**config.mk**
```make
export PLATFORM = sky130hd
export DESIGN_NAME = vcsl_ctrl
export DESIGN_NICKNAME = d
export VERILOG_FILES = /design/src/rtl/vcsl_pkg.sv /design/src/rtl/vcsl_ctrl.sv
export SDC_FILE = /design/constraint.sdc
export NUM_CORES = 1
export LEC_CHECK = 0
export ABC_AREA = 0
export BUFFER_PORTS_ARGS = -buffer_cell sky130_fd_sc_hd__buf_2
export CORE_AREA = 2 2 39 41
export CTS_BUF_LIST = sky130_fd_sc_hd__clkbuf_16
export CTS_CLUSTER_DIAMETER = 50
export DETAILED_ROUTE_END_ITERATION = 6
export DIE_AREA = 0 0 41 43
export GPL_ROUTABILITY_DRIVEN = 0
export PLACE_DENSITY_LB_ADDON = 0.15
export SYNTH_ARGS = -nofsm -noshare
export SYNTH_HDL_FRONTEND = slang
export SYNTH_SLANG_ARGS = --single-unit
```
**constraint.sdc**
```tcl
create_clock -name clk -period 1.1 [get_ports clk]
set_input_delay 0.11 -clock clk [delete_from_list [all_inputs] [get_ports clk]]
set_output_delay 0.11 -clock clk [all_outputs]
set_load 0.01 [all_outputs]
```
**src/rtl/vcsl_pkg.sv**
```systemverilog
package vcsl_pkg;

    localparam int VEL_WIDTH = 32;
    localparam int VEL_FRAC_BITS = 24;

    localparam int DIFF_W = VEL_WIDTH + 1;
    localparam int SQ_W = 2 * DIFF_W + 2;
    localparam int ROOT_W = SQ_W / 2;
    localparam int ROOT_CNT_W = $clog2(ROOT_W + 1);
    localparam int PROD_W = DIFF_W + 24;
    localparam int DIV_CNT_W = $clog2(PROD_W + 1);
    localparam int SIL_W = 24;

    localparam logic [1:0] MODE_TICK = 2'd0;
    localparam logic [1:0] MODE_CMD = 2'd1;
    localparam logic [1:0] MODE_CLEAR = 2'd2;

    localparam logic [2:0] REG_DECAY = 3'd0;
    localparam logic [2:0] REG_TIMEOUT = 3'd1;
    localparam logic [2:0] REG_FORCE = 3'd2;
    localparam logic [2:0] REG_LIN_STEP = 3'd3;
    localparam logic [2:0] REG_ANG_STEP = 3'd4;

    typedef struct packed {
        logic load_cmd;
        logic clear_target;
        logic tick_front;
        logic diff_load;
        logic sqrt_start;
        logic div_start;
        logic commit;
        logic group;
        logic [1:0] axis;
        logic emit;
    } vcsl_cmd_t;

    typedef struct packed {
        logic sqrt_done;
        logic div_done;
        logic need_scale;
    } vcsl_status_t;

endpackage

```
**src/rtl/vcsl_ctrl.sv**
```systemverilog
module vcsl_ctrl
    import vcsl_pkg::*;
(
    input  logic         clk,
    input  logic         rst_n,
    input  logic         in_valid,
    output logic         in_ready,
    input  logic [1:0]   mode,
    output logic         out_valid,
    input  logic         out_ready,
    output vcsl_cmd_t    cmd,
    input  vcsl_status_t status
);

    localparam logic [2:0] S_IDLE = 3'd0;
    localparam logic [2:0] S_DIFF = 3'd1;
    localparam logic [2:0] S_SQRT = 3'd2;
    localparam logic [2:0] S_DIV = 3'd3;
    localparam logic [2:0] S_COMMIT = 3'd4;
    localparam logic [2:0] S_OUT = 3'd5;
    localparam logic [2:0] S_DIVGO = 3'd6;

    logic [2:0] state_reg, state_next;
    logic group_reg, group_next;
    logic [1:0] axis_reg, axis_next;
    logic out_valid_reg, out_valid_next;

    assign in_ready = (state_reg == S_IDLE) && !out_valid_reg;
    assign out_valid = out_valid_reg;

    always_comb
    begin
        state_next = state_reg;
        group_next = group_reg;
        axis_next = axis_reg;
        out_valid_next = out_valid_reg;
        cmd = '0;
        cmd.group = group_reg;
        cmd.axis = axis_reg;
        if (out_valid_reg && out_ready)
        begin
            out_valid_next = 1'b0;
        end
        case (state_reg)
            S_IDLE:
            begin
                if (in_valid && in_ready)
                begin
                    case (mode)
                        MODE_CMD: cmd.load_cmd = 1'b1;
                        MODE_CLEAR: cmd.clear_target = 1'b1;
                        MODE_TICK:
                        begin
                            cmd.tick_front = 1'b1;
                            group_next = 1'b0;
                            state_next = S_DIFF;
                        end
                        default: ;
                    endcase
                end
            end
            S_DIFF:
            begin
                cmd.diff_load = 1'b1;
                state_next = S_SQRT;
            end
            S_SQRT:
            begin
                cmd.sqrt_start = 1'b0;
                if (status.sqrt_done)
                begin
                    axis_next = 2'd0;
                    if (status.need_scale)
                    begin
                        state_next = S_DIVGO;
                    end
                    else
                    begin
                        state_next = S_COMMIT;
                    end
                end
            end
            // launch the divider for the current axis
            S_DIVGO:
            begin
                cmd.div_start = 1'b1;
                state_next = S_DIV;
            end
            S_DIV:
            begin
                if (status.div_done)
                begin
                    if (axis_reg == 2'd2)
                    begin
                        state_next = S_COMMIT;
                    end
                    else
                    begin
                        axis_next = axis_reg + 2'd1;
                        state_next = S_DIVGO;
                    end
                end
            end
            S_COMMIT:
            begin
                cmd.commit = 1'b1;
                if (group_reg)
                begin
                    state_next = S_OUT;
                end
                else
                begin
                    group_next = 1'b1;
                    state_next = S_DIFF;
                end
            end
            S_OUT:
            begin
                cmd.emit = 1'b1;
                out_valid_next = 1'b1;
                state_next = S_IDLE;
            end
            default: state_next = S_IDLE;
        endcase
        if (state_reg == S_DIFF)
        begin
            cmd.sqrt_start = 1'b1;
        end
    end

    always_ff @(posedge clk or negedge rst_n)
    begin
        if (!rst_n)
        begin
            state_reg <= S_IDLE;
            group_reg <= 1'b0;
            axis_reg <= 2'd0;
            out_valid_reg <= 1'b0;
        end
        else
        begin
            state_reg <= state_next;
            group_reg <= group_next;
            axis_reg <= axis_next;
            out_valid_reg <= out_valid_next;
        end
    end

endmodule

```
==> flow_metrics.tcl <==
set metrics [dict create \
    yosys-top-cells-area "dfrtp_1, buf_4, nor3b_2" \
    drive_gt1_share_pct 66.7 \
    post-place-cells 98 \
    synth-edff-count 0 \
    coreArea_um2 1380 \
    fin_nets 104 \
    cts.sink_count 7 \
    clock_latency_ns 0.23 \
    rows 14 \
    drt-initial-drc-count 4 \
    worstPathArrival_ns 1.36 \
    clock_path_buffers 2 \
    antennaDiodeCount 0 \
    clock-skew-final_ns 0.00188 \
    synthSimpleGateAreaFrac_pct 35.7 \
    drc 0 \
    wl_per_cell_um 12.7 \
    grt_pass1_vias 548 \
    critPathCaptureType "output port" \
    vdd_drop_max_uv 1480 \
    p_int_mw 1.73 \
    num_vias 541 \
    hpwl_um 890 \
    viasPerCell 4.96 \
    h-tree-depth 1 \
    crit_start "out_valid" \
    synth_seq_area_share_pct 34.5 \
    area_growth_pct 83.5 \
    synth_fa_ha_area_share_pct 2.46 \
    async_flop_share_pct 100 \
    yosysTopAreaCell "dfrtp_1" \
    cp_max_fo 2 \
    ios 22 \
    cts_inserted_buffers 3 \
    dr.pass1.iters 4 \
    synth_top_area_share_pct 34.5 \
    drv_slew 0 \
    min_path_type "input port to flop" \
    synth_cell_types 26 \
    path_clk_slew_ns 0.04 \
    avgSynthCellArea_um2 8.76 \
    fmax_mhz 679 \
    yosys_register_bits 7 \
    fin_util_pct 67.4 \
    worstSetupStartpointType "flop" \
    die_h_um 43 \
    synth_flop_cell "dfrtp_1" \
    synth.most_common_cell "dfrtp_1" \
    initial_core_util_pct 36.7 \
    grt_overflow 0 \
    stdcell_area_um2 932 \
    hold_end "out_valid" \
    cts-root-buf "clkbuf_16" \
    synth_top_family_by_area "simple AND/OR/NAND/NOR gates" \
    rsz0062_at_grt "true" \
    power_density_nw_per_um2 2860 \
    grt_use_total_pct 19.7 \
    relSlewSlack_pct 81.7 \
    ys_warn_count 0 \
    r2r-start "out_valid" \
    tightest_slew_ns 0.274 \
    violations "negative setup slack" \
    criticalPathCategory "flop to output port" \
    hold_viol 0 \
    die_area_um2 1760 \
    hp-start "out_ready" \
    r2r_setup_slack_ns -0.19 \
    layout_setup_ws_ns -0.374 \
    synth_common_cells "dfrtp_1, inv_1" \
    instances_no_fill 109 \
    clkPwrFrac_pct 22.8 \
    placed_cell_area_um2 664 \
    cts_tree "yes" \
    syn-cell-area_um2 508 \
    synth_compound_area_share_pct 11.3 \
    synth-xor-area-share_pct 0 \
    antenna_found_initial 0 \
    synthMuxAreaShare_pct 2.22 \
    holdPathStages 3 \
    fin_crit_sh_pct 134 \
    switching_share_pct 35.1 \
    ant_nets 0 \
    synthCells 58 \
    worstReg2RegEnd "group_reg" \
    largest_reg_flops 3 \
    io_buffers 21 \
    pwr-share-comb_pct 58.1 \
    setup_violations 15 \
    worst_hold_slack_ns 0.147 \
    p_leak_nw 0.472 \
    power.share.sequential_pct 19.1 \
    die_w_um 41 \
    worstRegToRegCells 5 \
    grt_max_degree 14 \
    status "finished with violations" \
    switchingPower_mw 0.937 \
    wl_um 1380 \
    grt_pass1_wl_um 2240 \
    required_ns 0.99 \
    finalCriticalPeriod_ns 1.47 \
    cap_violations 0 \
    synth_nets 68 \
]
[metal layers]
metal / up-vias / global-route usage [%] / wire length [um]
li1: 265 / - / -
met2: 15 / 31.6 / 743
met5: - / 0 / 0
met3: 2 / 3.14 / 68
met4: 0 / 14.0 / 15
met1: 259 / 22.1 / 553
[critical path: stages, from the launching register on]
cell and delay, ns:
dfrtp_2 0.41, nor4_4 0.31, buf_4 0.17, and2_4 0.15, buf_6 0.10
[cell families (layout without fill, tap and decap cells)]
logic type,Yosys count,in the layout
AOI/OAI and AO/OA,10,10
buffers and inverters,12,47
adders and majority gates,1,1
and+or+nand+nor,27,27
muxes,1,1
DFF,7,7
[final cells by class]
| cell class | instances | area (um^2) |
|---|---|---|
| clock buffers | 3 | 75.1 |
| multi-input cells | 39 | 345 |
| flip-flops and latches | 7 | 178 |
| repair buffers | 38 | 292 |
| well taps | 16 | 20.0 |
| clock inverters | 1 | 3.75 |
| fillers | 116 | 452 |
| inverters | 5 | 18.8 |
[how the worst max path moves through the flow]
stage	depth (start not counted)	end	slack [ns]
final	4	cmd[8]	-0.37
after global routing	4	cmd[9]	-0.47
after detailed placement	4	cmd[10]	-0.13
after global placement	4	cmd[9]	-0.1
after CTS	4	cmd[10]	-0.35
after floorplan	3	cmd[10]	-0.16
[cells in the final DEF, fill, tap and decap left out, types with 3 or more instances in the layout]
cell type	count
buf_2	18
buf_4	6
buf_6	13
clkbuf_16	3
dfrtp_1	5
inv_1	5
nand3_1	4
nor3b_2	3
o21ai_1	3
o22ai_2	3
[metrics by stage]
step	setup TNS (ns)	worst slack, ns	total power, mW
finish	-3.02	-0.374	2.67
floorplan	-0.487	-0.155	1.17
detailed placement	-0.636	-0.130	1.50
CTS	-3.10	-0.346	2.56
global route	-3.91	-0.470	2.86
global placement	-0.564	-0.0999	1.50
[timing repair]
| item | 4_1_cts | 5_1_grt |
|---|---|---|
| pin swaps | 8 | 3 |
| buffers inserted | 7 | 2 |
| setup endpoints to repair | 14 | 16 |
| resized for setup | 24 | 12 |
| hold buffers | 1 | 0 |
| hold endpoints to repair | 7 | 0 |
[power by group through the flow]
stage               combinational, mW  sequential, mW  clock [mW]
finish                           1.55           0.509       0.608
CTS                              1.45           0.484       0.624
global placement                 1.02           0.480           0
floorplan                       0.710           0.464           0
detailed placement               1.02           0.479           0
global route                     1.69           0.525       0.638
(Power assumes the default switching activity.)
